<file path="src/rtl/core/hpd_pkg.sv">
// ----------------------------------------------------------------------------
// hpd_pkg: shared types and constants of the hysteresis peak detector
// Sample, index and threshold widths, the phase encoding, and the structs
// passed between the input stage, the tracker and the result stage.
// ----------------------------------------------------------------------------
package hpd_pkg;

    localparam int SAMPLE_WIDTH    = 16;
    localparam int INDEX_WIDTH     = 16;
    localparam int THRESHOLD_WIDTH = 16;
    localparam int CMP_WIDTH       =
        ((SAMPLE_WIDTH > THRESHOLD_WIDTH) ? SAMPLE_WIDTH : THRESHOLD_WIDTH) + 2;

    typedef logic signed [SAMPLE_WIDTH-1:0] sample_t;
    typedef logic [INDEX_WIDTH-1:0]         index_t;
    typedef logic [THRESHOLD_WIDTH-1:0]     threshold_t;
    typedef logic signed [CMP_WIDTH-1:0]    cmp_t;

    localparam index_t INDEX_MAX = '1;

    typedef enum logic [2:0] {
        PH_UNDECIDED = 3'b001,
        PH_RISING    = 3'b010,
        PH_FALLING   = 3'b100
    } phase_t;

    typedef struct packed {
        sample_t sample;
        logic    restart;
    } item_t;

    typedef struct packed {
        logic   fire;
        index_t index;
    } peak_t;

endpackage

</file>
<file path="src/rtl/core/hpd_in_stage.sv">
// ----------------------------------------------------------------------------
// hpd_in_stage: input register
// Captures one input transfer per cycle and holds it until the tracker
// advances.
// ----------------------------------------------------------------------------
module hpd_in_stage
(
    input  logic           clk,
    input  logic           rst_n,
    input  logic           in_valid,
    output logic           in_ready,
    input  hpd_pkg::item_t in_item,
    input  logic           advance,
    output logic           stage_valid,
    output hpd_pkg::item_t stage_item
);

    logic           valid_reg;
    logic           valid_next;
    hpd_pkg::item_t item_reg;

    assign in_ready    = !valid_reg || advance;
    assign stage_valid = valid_reg;
    assign stage_item  = item_reg;

    always_comb
    begin
        valid_next = valid_reg;
        if (in_valid && in_ready)
        begin
            valid_next = 1'b1;
        end
        else if (advance)
        begin
            valid_next = 1'b0;
        end
    end

    always_ff @(posedge clk or negedge rst_n)
    begin
        if (!rst_n)
        begin
            valid_reg <= 1'b0;
        end
        else
        begin
            valid_reg <= valid_next;
        end
    end

    always_ff @(posedge clk)
    begin
        if (in_valid && in_ready)
        begin
            item_reg <= in_item;
        end
    end

endmodule

</file>
<file path="src/rtl/core/hpd_track.sv">
// ----------------------------------------------------------------------------
// hpd_track: hysteresis tracker
// Holds phase, running maximum and minimum with their indexes and the
// sample count; decides in one pass whether the current sample confirms
// a peak.
// ----------------------------------------------------------------------------
module hpd_track
(
    input  logic                clk,
    input  logic                rst_n,
    input  hpd_pkg::item_t      item,
    input  hpd_pkg::threshold_t threshold,
    input  logic                step,
    output hpd_pkg::peak_t      peak
);

    hpd_pkg::phase_t  phase_reg;
    hpd_pkg::phase_t  phase_next;
    hpd_pkg::sample_t max_value_reg;
    hpd_pkg::sample_t max_value_next;
    hpd_pkg::index_t  max_index_reg;
    hpd_pkg::index_t  max_index_next;
    hpd_pkg::sample_t min_value_reg;
    hpd_pkg::sample_t min_value_next;
    hpd_pkg::index_t  min_index_reg;
    hpd_pkg::index_t  min_index_next;
    hpd_pkg::index_t  sample_count_reg;
    hpd_pkg::index_t  sample_count_next;
    logic             seen_first_reg;

    logic             rs;
    hpd_pkg::phase_t  cur_phase;
    hpd_pkg::sample_t cur_max;
    hpd_pkg::index_t  cur_max_index;
    hpd_pkg::sample_t cur_min;
    hpd_pkg::index_t  cur_min_index;
    hpd_pkg::index_t  cur_count;
    hpd_pkg::cmp_t    xe;
    hpd_pkg::cmp_t    thr_e;
    hpd_pkg::cmp_t    max_e;
    hpd_pkg::cmp_t    min_e;
    logic             fall_hit;
    logic             rise_hit;
    logic             fire;

    always_comb
    begin
        rs            = item.restart || !seen_first_reg;
        cur_phase     = rs ? hpd_pkg::PH_UNDECIDED : phase_reg;
        cur_max       = rs ? item.sample : max_value_reg;
        cur_max_index = rs ? '0 : max_index_reg;
        cur_min       = rs ? item.sample : min_value_reg;
        cur_min_index = rs ? '0 : min_index_reg;
        cur_count     = rs ? '0 : sample_count_reg;

        xe    = hpd_pkg::cmp_t'(item.sample);
        thr_e = hpd_pkg::cmp_t'(threshold);
        max_e = hpd_pkg::cmp_t'(cur_max);
        min_e = hpd_pkg::cmp_t'(cur_min);

        fall_hit = (xe + thr_e) <= max_e;
        rise_hit = xe >= (min_e + thr_e);

        phase_next     = cur_phase;
        max_value_next = cur_max;
        max_index_next = cur_max_index;
        min_value_next = cur_min;
        min_index_next = cur_min_index;
        fire           = 1'b0;

        case (cur_phase)
            hpd_pkg::PH_UNDECIDED:
            begin
                if (fall_hit)
                begin
                    phase_next = hpd_pkg::PH_FALLING;
                end
                else if (rise_hit)
                begin
                    phase_next = hpd_pkg::PH_RISING;
                end
                if (xe >= max_e)
                begin
                    max_value_next = item.sample;
                    max_index_next = cur_count;
                end
                else if (xe <= min_e)
                begin
                    min_value_next = item.sample;
                    min_index_next = cur_count;
                end
            end
            hpd_pkg::PH_RISING:
            begin
                if (max_e <= xe)
                begin
                    max_value_next = item.sample;
                    max_index_next = cur_count;
                end
                else if (fall_hit)
                begin
                    fire           = 1'b1;
                    min_value_next = item.sample;
                    min_index_next = cur_count;
                    phase_next     = hpd_pkg::PH_FALLING;
                end
            end
            hpd_pkg::PH_FALLING:
            begin
                if (xe <= min_e)
                begin
                    min_value_next = item.sample;
                    min_index_next = cur_count;
                end
                else if (rise_hit)
                begin
                    max_value_next = item.sample;
                    max_index_next = cur_count;
                    phase_next     = hpd_pkg::PH_RISING;
                end
            end
            default:
            begin
            end
        endcase

        sample_count_next = (cur_count == hpd_pkg::INDEX_MAX) ? cur_count
                                                                : cur_count + 1'b1;
    end

    assign peak.fire  = fire;
    assign peak.index = cur_max_index;

    always_ff @(posedge clk or negedge rst_n)
    begin
        if (!rst_n)
        begin
            phase_reg        <= hpd_pkg::PH_UNDECIDED;
            max_value_reg    <= '0;
            max_index_reg    <= '0;
            min_value_reg    <= '0;
            min_index_reg    <= '0;
            sample_count_reg <= '0;
            seen_first_reg   <= 1'b0;
        end
        else if (step)
        begin
            phase_reg        <= phase_next;
            max_value_reg    <= max_value_next;
            max_index_reg    <= max_index_next;
            min_value_reg    <= min_value_next;
            min_index_reg    <= min_index_next;
            sample_count_reg <= sample_count_next;
            seen_first_reg   <= 1'b1;
        end
    end

    // saturated count holds unless a new sequence starts
    assert property (@(posedge clk) disable iff (!rst_n)
        (step && !rs && sample_count_reg == hpd_pkg::INDEX_MAX)
        |=> (sample_count_reg == hpd_pkg::INDEX_MAX))
        else $error("sample count left saturation without restart");

    // a confirmed peak always leaves the tracker falling
    assert property (@(posedge clk) disable iff (!rst_n)
        (step && fire) |=> (phase_reg == hpd_pkg::PH_FALLING))
        else $error("peak confirmed without entering falling phase");

    // a peak is never confirmed on the first sample of a sequence
    assert property (@(posedge clk) disable iff (!rst_n)
        rs |-> !fire)
        else $error("peak confirmed on a restart sample");

endmodule

</file>
<file path="src/rtl/core/hpd_out_stage.sv">
// ----------------------------------------------------------------------------
// hpd_out_stage: result register
// Holds one confirmed peak index until the downstream transfer completes.
// ----------------------------------------------------------------------------
module hpd_out_stage
(
    input  logic             clk,
    input  logic             rst_n,
    input  logic             load,
    input  hpd_pkg::index_t  load_index,
    output logic             slot_free,
    output logic             out_valid,
    input  logic             out_ready,
    output hpd_pkg::index_t  peak_index
);

    logic            valid_reg;
    logic            valid_next;
    hpd_pkg::index_t index_reg;

    assign slot_free  = !valid_reg || out_ready;
    assign out_valid  = valid_reg;
    assign peak_index = index_reg;

    always_comb
    begin
        valid_next = valid_reg;
        if (load)
        begin
            valid_next = 1'b1;
        end
        else if (out_ready)
        begin
            valid_next = 1'b0;
        end
    end

    always_ff @(posedge clk or negedge rst_n)
    begin
        if (!rst_n)
        begin
            valid_reg <= 1'b0;
        end
        else
        begin
            valid_reg <= valid_next;
        end
    end

    always_ff @(posedge clk)
    begin
        if (load)
        begin
            index_reg <= load_index;
        end
    end

endmodule

</file>
<file path="src/rtl/core/hysteresis_peak_detector.sv">
// ----------------------------------------------------------------------------
// hysteresis_peak_detector: hysteresis peak detector top level
// One signed sample per transfer in; the sample index of each confirmed
// maximum out.
// ----------------------------------------------------------------------------
// The block takes one sample transfer every clock cycle unless a confirming
// sample is stalled as described below. A peak index reaches the result port
// from the input register through the tracker, which decides straight into
// the result register. The rate is set by the tracker's update of phase,
// extrema and count, which every sample passes through in order. A sample
// that confirms a peak waits in the input register while the result register
// is full and not being taken; other samples keep flowing. Set restart on a
// sample to begin a new sequence at index 0; the first sample after reset
// always does. Write threshold only while the block is idle.
// ----------------------------------------------------------------------------
module hysteresis_peak_detector
(
    input  logic                clk,
    input  logic                rst_n,
    input  logic                in_valid,
    output logic                in_ready,
    input  hpd_pkg::sample_t    sample,
    input  logic                restart,
    output logic                out_valid,
    input  logic                out_ready,
    output hpd_pkg::index_t     peak_index,
    input  logic                cfg_valid,
    output logic                cfg_ready,
    input  hpd_pkg::threshold_t threshold
);

    hpd_pkg::threshold_t threshold_reg;
    hpd_pkg::item_t      in_item;
    hpd_pkg::item_t      stage_item;
    hpd_pkg::peak_t      peak;
    logic                stage_valid;
    logic                stage_adv;
    logic                slot_free;
    logic                out_load;

    assign cfg_ready       = 1'b1;
    assign in_item.sample  = sample;
    assign in_item.restart = restart;

    assign stage_adv = stage_valid && (!peak.fire || slot_free);
    assign out_load  = stage_adv && peak.fire;

    always_ff @(posedge clk or negedge rst_n)
    begin
        if (!rst_n)
        begin
            threshold_reg <= '0;
        end
        else if (cfg_valid && cfg_ready)
        begin
            threshold_reg <= threshold;
        end
    end

    hpd_in_stage u_in_stage
    (
        .clk         (clk),
        .rst_n       (rst_n),
        .in_valid    (in_valid),
        .in_ready    (in_ready),
        .in_item     (in_item),
        .advance     (stage_adv),
        .stage_valid (stage_valid),
        .stage_item  (stage_item)
    );

    hpd_track u_track
    (
        .clk       (clk),
        .rst_n     (rst_n),
        .item      (stage_item),
        .threshold (threshold_reg),
        .step      (stage_adv),
        .peak      (peak)
    );

    hpd_out_stage u_out_stage
    (
        .clk        (clk),
        .rst_n      (rst_n),
        .load       (out_load),
        .load_index (peak.index),
        .slot_free  (slot_free),
        .out_valid  (out_valid),
        .out_ready  (out_ready),
        .peak_index (peak_index)
    );

    // never overwrite a pending result
    assert property (@(posedge clk) disable iff (!rst_n)
        (out_valid && !out_ready) |-> !out_load)
        else $error("result register overwritten while stalled");

    // a new result appears only from a loaded peak
    assert property (@(posedge clk) disable iff (!rst_n)
        $rose(out_valid) |-> $past(out_load))
        else $error("result valid without a confirmed peak");

    // a held sample that blocks input must be a stalled peak
    assert property (@(posedge clk) disable iff (!rst_n)
        (stage_valid && !in_ready) |-> (peak.fire && out_valid && !out_ready))
        else $error("input stalled without a pending peak");

endmodule
</file>
<file path="config.mk">
export PLATFORM = sky130hd
export DESIGN_NAME = hysteresis_peak_detector
export DESIGN_NICKNAME = d
export VERILOG_FILES = /design/src/rtl/core/hpd_pkg.sv /design/src/rtl/core/hpd_in_stage.sv /design/src/rtl/core/hpd_track.sv /design/src/rtl/core/hpd_out_stage.sv /design/src/rtl/core/hysteresis_peak_detector.sv
export SDC_FILE = /design/constraint.sdc
export NUM_CORES = 1
export LEC_CHECK = 0
export BUFFER_PORTS_ARGS = -buffer_cell sky130_fd_sc_hd__buf_2
export CORE_UTILIZATION = 50
export CTS_CLUSTER_DIAMETER = 200
export DETAILED_ROUTE_END_ITERATION = 10
export HOLD_SLACK_MARGIN = 0.08
export PLACE_DENSITY = 0.71
export RECOVER_POWER = 25
export REMOVE_ABC_BUFFERS = 1
export SYNTH_ARGS = -nofsm -noshare
export SYNTH_HDL_FRONTEND = slang
export SYNTH_SLANG_ARGS = --single-unit
export TNS_END_PERCENT = 1
</file>
<file path="constraint.sdc">
create_clock -name clk -period 5.3 [get_ports clk]
set_input_delay 0.53 -clock clk [delete_from_list [all_inputs] [get_ports clk]]
set_output_delay 0.53 -clock clk [all_outputs]
set_load 0.02 [all_outputs]
</file>
==> metrics, run 1 <==
outcome=finished, violations left; failing checks=capacitance limit, slew limit; EDFF count, synth=33; WS Path Type=register to primary output; Pwr per Cell Area=between 400 and 500 nW/um^2; met2 Usage GRT=38.27%; DRC violations left=0; asr flop ratio synth=between 70% and 80%; post-synthesis sequential area ratio=about 38%; Clock Skew=between 0.005 and 0.006 ns; most used cell, CP=a21oi_2; Worst Path Buf+Inv=2; sequential power share=roughly 30%; GR Layer Usage met1=32.42%; diodes inserted=0; Sw Share=between 30% and 40%; GPL Wtd Cong=slightly below 0.9; Reg-to-Reg Start=threshold_reg[1]$_DFFE_PN0P_; via count=6723; H-tree depth=4; main flop type after synthesis=dfrtp_1; worst hold margin=0.2781 ns; grt peak-use layer=met2; Rel. slew slack=-45.28%; final hold violation count=0; largest net degree at the start of global routing=54; Worst IR Drop VDD=approximately 0.00028 V; Clk pin slew, worst setup/hold paths=around 0.06 ns; Crit. Startpoint=threshold_reg[1]$_DFFE_PN0P_; period utilization=~100%; CP Depth=19; Post-Syn Area=8364 sq um; cell with the most instances after synthesis=ha_1; endpoints failing setup=0; Placement Rows=between 40 and 50; DR vias/cell=between 5 and 6; Starting Density=51.90%; Hold Path Class=primary input to register; Synth top cells by count=ha_1, nand2_1, dfrtp_1, inv_1, a21oi_1; CP Launch Type=register; Critical Path RT=between 4 and 5 ns; synthesized area per cell=between 9 and 10 sq um; Worst path slowest cell=or3_4; full die area=17250 sq um; Setup crit end=in_ready; max FFs per register=17; RSZ-0062 raised after global routing=true; worst r2r dst=u_track.min_value_reg[1]$_DFFE_PN0P_; top-area cell type share of the netlist area=approximately a quarter; Remaining Overflow, GRT=0; I/O pins=57; Setup crit end kind=primary output; root buf cell=clkbuf_16; Sink Count=119; Netlist cell types=72; die height=around 130 microns; CORE AREA=around 16000 sq um; CTS tree=yes; First-pass DRT Iterations=5; Leak=4.767 nW; total CTS buffers=17; CTS Hold Buffers Added=0; Period minus WS final=about 5.2 ns; worst reg-to-reg path cell count=21; GRT Util Overall=a little under a quarter; Synth Warn #=0; critical-path cell list=ha_1 -> a21oi_2 -> o21ai_2 -> nor4_2 -> a21oi_2 -> a41oi_2 -> o21bai_2 -> o41a_1 -> a21oi_2 -> xnor2_1 -> ha_1 -> nand4_1 -> or3_4 -> nor2_4 -> nand3_2 -> a211o_4 -> nor3_4 -> inv_1 -> buf_2; Final nets=1115; share of layout cells above drive strength 1=between 20% and 30%; routed len/inst=16.71 microns; dpl hpwl=approximately 14 mm; die width=roughly 130 microns; Synth area leaders=dfrtp_1, ha_1, edfxtp_1; Worst EP arrival=between 4 and 5 ns; Yosys reg bits=about 120; Post-Synthesis Cells=between 800 and 900; delay-heaviest family, CP=compound AO/OA/AOI/OAI gates; initial antenna violation count=0; worst reg2reg setup slack=about 0.1 ns; clk_lat worst skew=roughly 0.42 ns; vias in the first global route=between 6000 and 7000; combinational power share=between 40% and 50%; first-pass GRT wire length=32.60 mm; IO Port Bufs=55; Post-DRT Antenna Nets=0; maximum clock frequency=0.1907 GHz; Worst Max-Slew Pin Slew=around 2.2 ns; grt met3 use=4.977%; Max FO, Critical Path=4; worst setup margin=0.05480 ns; DR iter-0 viols=approximately 420; clock network power share=slightly below 30%; slowest stage delay, CP=approximately 0.42 ns; Int Pwr=2.746 mW; P&R area growth vs syn=20.27%; Yosys top cell by area=dfrtp_1; Placement Setup Slack=-0.2359 ns; Psw=around 1.5 mW; max-cap violation count=1; Bufs on Longest Clock Path=2; wirelength, routed=20.05 mm; Final Max Slew Viols=slightly above 40
## stage by stage
stage                     setup TNS [ns]  util, %  area (sq um)  std cells  power (mW)
after floorplan                  -116.53        -          8235        842       2.385
after detailed placement          -6.081    56.66          9131       1153       2.860
after global routing              -1.424    62.42         10060       1200       4.550
final                                  0    62.42         10060       1200       4.255
after global placement            -5.204    56.66          9131       1153       2.830
after CTS                              0    61.45          9903       1195       4.163
## layout by cell type, fill, tap and decap left out, drive strengths merged, types with 22 or more instances in the layout
cell,instances
a21oi,60
and2,22
buf,107
dfrtp,85
edfxtp,33
ha,104
inv,62
mux2,47
nand2,99
nand3,22
nor2,58
o21ai,33
## power groups by stage
| stage | Combinational [mW] | Sequential, mW | Clock [mW] |
|---|---|---|---|
| after floorplan | 1.17 | 1.22 | 0 |
| after global placement | 1.58 | 1.25 | 0 |
| after detailed placement | 1.61 | 1.25 | 0 |
| after CTS | 1.67 | 1.24 | 1.26 |
| after global routing | 1.99 | 1.26 | 1.30 |
| final | 1.78 | 1.24 | 1.24 |
## cells by family (layout without fill, tap and decap cells)
group,Yosys count,after routing,synth area share [%]
and+or+nand+nor,286,286,16.60
AOI/OAI and AO/OA,185,185,14.75
DFF,119,119,37.59
adders and majority gates,106,106,16.04
buffers and inverters,88,203,4.278
muxes,50,50,7.135
xor gates and xnor gates,34,34,3.560
other,1,1,0.04483
## worst min path at each step
stage | from | slack, ns | end | cells after the start
after floorplan | rst_n | 0.23 | threshold_reg[0]$_DFFE_PN0P_ | 0
after global placement | u_track.max_value_reg[4]$_DFFE_PN0P_ | 0.48 | u_track.max_value_reg[4]$_DFFE_PN0P_ | 1
after detailed placement | u_track.max_index_reg[9]$_DFFE_PN0P_ | 0.48 | u_track.max_index_reg[9]$_DFFE_PN0P_ | 1
after CTS | rst_n | 0.08 | u_track.min_value_reg[5]$_DFFE_PN0P_ | 1
after global routing | sample[9] | 0.26 | u_in_stage.stage_item[10]$_DFFE_PP_ | 1
final | sample[9] | 0.28 | u_in_stage.stage_item[10]$_DFFE_PP_ | 1
## timing repair
| item | in CTS | in global routing |
|---|---|---|
| cloned | 0 | 1 |
| pin swaps | 12 | 22 |
| resized for setup | 16 | 26 |
| endpoints found under the setup margin | 65 | 67 |
| buffers inserted | 10 | 4 |
## routing by layer
metal | routed length (microns) | vias up
li1 | - | 3315
met1 | 9640 | 3229
met2 | 9291 | 154
met3 | 752 | 25
met4 | 362 | 0
met5 | 0 | -
## cell type report
| class | instances | area (sq um) |
|---|---|---|
| flip-flops and latches | 119 | 3144 |
| inverters | 61 | 229.0 |
| repair buffers | 110 | 744.5 |
| clock buffers | 18 | 439.2 |
| clock inverters | 14 | 198.9 |
| fillers | 1340 | 6056 |
| multi-input cells | 662 | 5034 |
| well taps | 216 | 270.3 |
Note: power is estimated with default switching activity, not from simulation.
==> run 2, diff against run 1 <==
--- a/config.mk
+++ b/config.mk
@@ -5,12 +5,14 @@
 export SDC_FILE = /design/constraint.sdc
 export NUM_CORES = 1
 export LEC_CHECK = 0
+export ABC_AREA = 1
 export BUFFER_PORTS_ARGS = -buffer_cell sky130_fd_sc_hd__buf_2
+export CAP_MARGIN = 20
 export CORE_UTILIZATION = 50
 export CTS_CLUSTER_DIAMETER = 200
 export DETAILED_ROUTE_END_ITERATION = 10
 export HOLD_SLACK_MARGIN = 0.08
-export PLACE_DENSITY = 0.71
+export PLACE_DENSITY = 0.7
 export RECOVER_POWER = 25
 export REMOVE_ABC_BUFFERS = 1
 export SYNTH_ARGS = -nofsm -noshare
==> run 2 against run 1 <==
  * The run still ends with capacitance limit, slew limit left
  * Sequential power is 3% higher
  * Combinational power up 46%
  * Maximum frequency up 3.9%
  * Critical endpoint unchanged
  * Highest routed layer unchanged
==> metrics, run 2 <==
outcome=finished, violations left; failing checks=capacitance limit, slew limit; Synth top cells by count=nand2_1, inv_1, nand3_1, nor2_1, ha_1; final hold violation count=0 (unchanged); diodes inserted=0 (unchanged); initial antenna violation count=0 (unchanged); total CTS buffers=17 (unchanged); CP Depth=22 (+3); I/O pins=57 (unchanged); Cell Count, Final, Fillers Out=1785 (+49%); Worst Max-Slew Pin Slew=2.042 ns (-0.1374 ns); asr flop ratio synth=72.27% (unchanged); Post-Synthesis Cells=1457 (+68%); die height=145.7 microns (+11%); max-cap violation count=1 (unchanged); critical-path cell list=buf_4 -> ha_1 -> a21oi_1 -> o21a_1 -> nand2_1 -> a21oi_4 -> o21ai_1 -> a21boi_2 -> o21ai_0 -> nand2_1 -> nand2_1 -> ha_1 -> nand2_1 -> nor2_1 -> nand2_1 -> nor3b_2 -> nand4_1 -> nand3_2 -> nand4_2 -> nor2_2 -> inv_1 -> buf_2; Post-Syn Area=10320 sq um (+23%); DR iter-0 viols=741 (+77%); clk_lat worst skew=0.43 ns (about the same); Placement Setup Slack=-0.04913 ns (+0.1868 ns); Worst IR Drop VDD=0.0002595 V (-6.4%); Placement Rows=52 (+13%); GRT Util Overall=27.04% (+3.1 points); Leak=5.989 nW (+26%); First-pass DRT Iterations=6 (+1); DP Area=10800 sq um (+18%); Worst Path Buf+Inv=3 (+1); Critical Path RT=4.77 ns (about the same); Placed Cells=1750 (+52%); commonest non-fill, non-tap cell in the layout=nand2_1; Max FO, Critical Path=6 (+2); endpoints failing setup=0 (unchanged); FILL cells=1891 (+41%); Sink Count=119 (unchanged); Starting Density=51.00% (-0.90 points); delay-heaviest family, CP=simple AND/OR/NAND/NOR gates; worst hold margin=0.2763 ns (-0.001770 ns); Clock Skew=0.01339 ns (+0.008084 ns); slowest stage delay, CP=0.43 ns (about the same); Netlist cell types=46 (-36%); Post-DRT Antenna Nets=0 (unchanged); Remaining Overflow, GRT=0 (unchanged); maximum clock frequency=0.1981 GHz (+3.9%); largest net degree at the start of global routing=56 (+3.7%); Synth area leaders=dfrtp_1, nand2_1, ha_1; most used cell, CP=nand2_1; full die area=21220 sq um (+23%); top-area cell type share of the netlist area=20.61% (-4.8 points); Worst EP arrival=4.52 ns (-0.20 ns); P&R area growth vs syn=11.09%; Rel. slew slack=-36.12% (+9.2 points); DRC violations left=0 (unchanged); Clk pin slew, worst setup/hold paths=0.06 ns (about the same); Setup crit end kind=primary output; Final nets=1646 (+48%); wirelength, routed=27.31 mm (+36%); commonest cells after routing, fill and taps aside=nand2_1, inv_1, nand3_1, nor2_1, ha_1; Hold Path Class=primary input to register; H-tree depth=4 (unchanged); IO Port Bufs=55 (unchanged); cell with the most instances after synthesis=nand2_1; Period minus WS final=5.049 ns (-0.1961 ns); via count=9738 (+45%); Yosys reg bits=119 (unchanged); worst reg2reg setup slack=0.35 ns (+0.25 ns); share of layout cells above drive strength 1=10.83% (-12 points); final instance area=11460 sq um (+14%); Yosys top cell by area=dfrtp_1; max FFs per register=17 (unchanged); Pwr per Cell Area=443.7 nW/um^2 (+4.9%); CORE AREA=20230 sq um (+26%); routed len/inst=15.30 microns (-8.4%); worst reg-to-reg path cell count=29 (+38%); EDFF count, synth=33 (unchanged); WS Path Type=register to primary output; root buf cell=clkbuf_16; CTS tree=yes; DR vias/cell=5.455 (-2.6%); post-synthesis sequential area ratio=30.47% (-7.1 points); synthesized area per cell=7.083 sq um (-26%); main flop type after synthesis=dfrtp_1; Bufs on Longest Clock Path=2 (unchanged); worst setup margin=0.2509 ns (+0.1961 ns); Synth Warn #=0 (unchanged); first-pass GRT wire length=46.05 mm (+41%); vias in the first global route=9454 (+46%); dpl hpwl=19.72 mm (+37%); hold path depth=1 (unchanged); Final Max Slew Viols=36 (-12%); period utilization=95.27% (-3.7 points); die width=145.7 microns (+11%); GPL Wtd Cong=0.9249 (+5.8%); Worst path slowest cell=edfxtp_1; RSZ-0062 raised after global routing=true; CP Launch Type=register
[run 2: repair_timing]
item,CTS,global route
hold buffers,0,0
pin swaps,0,1
resized for setup,4,13
setup buffers,0,3
endpoints found under the setup margin,9,62
[run 2: layout make-up]
| class | instances | area (sq um) | share of cell area [%] |
|---|---|---|---|
| clock buffer | 18 | 439.2 | 3.831 |
| tap | 270 | 337.8 | 2.947 |
| clock inverter | 14 | 172.7 | 1.506 |
| timing repair buffer | 82 | 516.7 | 4.507 |
| sequential | 119 | 3144 | 27.43 |
| inverter | 187 | 709.4 | 6.188 |
| multi-input combinational | 1095 | 6145 | 53.60 |
[run 2: worst paths after layout]
check,from,end
setup / recovery,u_in_stage.stage_item[5]$_DFFE_PP_,in_ready
hold / removal,sample[15],u_in_stage.stage_item[16]$_DFFE_PP_
setup reg to reg,u_in_stage.stage_item[0]$_DFFE_PP_,u_track.max_index_reg[5]$_DFFE_PN0P_
hold reg to reg,u_track.seen_first_reg$_DFFE_PN0P_,u_track.seen_first_reg$_DFFE_PN0P_
max in group asynchronous,rst_n,u_track.min_value_reg[8]$_DFFE_PN0P_
min in group asynchronous,rst_n,u_track.max_index_reg[3]$_DFFE_PN0P_
[run 2: stage by stage]
step                      utilization (%)  total power, mW  setup TNS [ns]
after floorplan                         -            3.128          -10.81
after CTS                           56.44            5.066               0
after global routing                56.66            5.511        -0.03504
after detailed placement            53.39            3.827         -0.1000
final                               56.66            5.087               0
after global placement              53.39            3.765               0
[run 2: kinds of logic (layout without fill, tap and decap cells)]
kind of cell	Yosys count	after routing	synth area share, %
buf+inv	243	301	10.26
compound gates	203	203	10.83
fa+ha+maj	106	106	13.00
mux	14	14	1.528
xor+xnor	42	42	3.565
simple gates	729	729	30.32
other cells	1	1	0.03634
flops	119	119	30.47
[run 2: where the power goes]
group | total, mW | internal (mW) | switching, mW
clock network | 1.22 | 0.754 | 0.462
registers | 1.28 | 1.15 | 0.129
logic | 2.59 | 0.917 | 1.67
total | 5.09 | 2.82 | 2.26
[run 2: routing by layer]
metal	track usage (%)	routed length [microns]	up-vias
li1	-	-	4870
met5	0	0	-
met4	10.63	696	0
met3	4.013	1404	54
met1	34.81	12250	4493
met2	45.62	12950	321
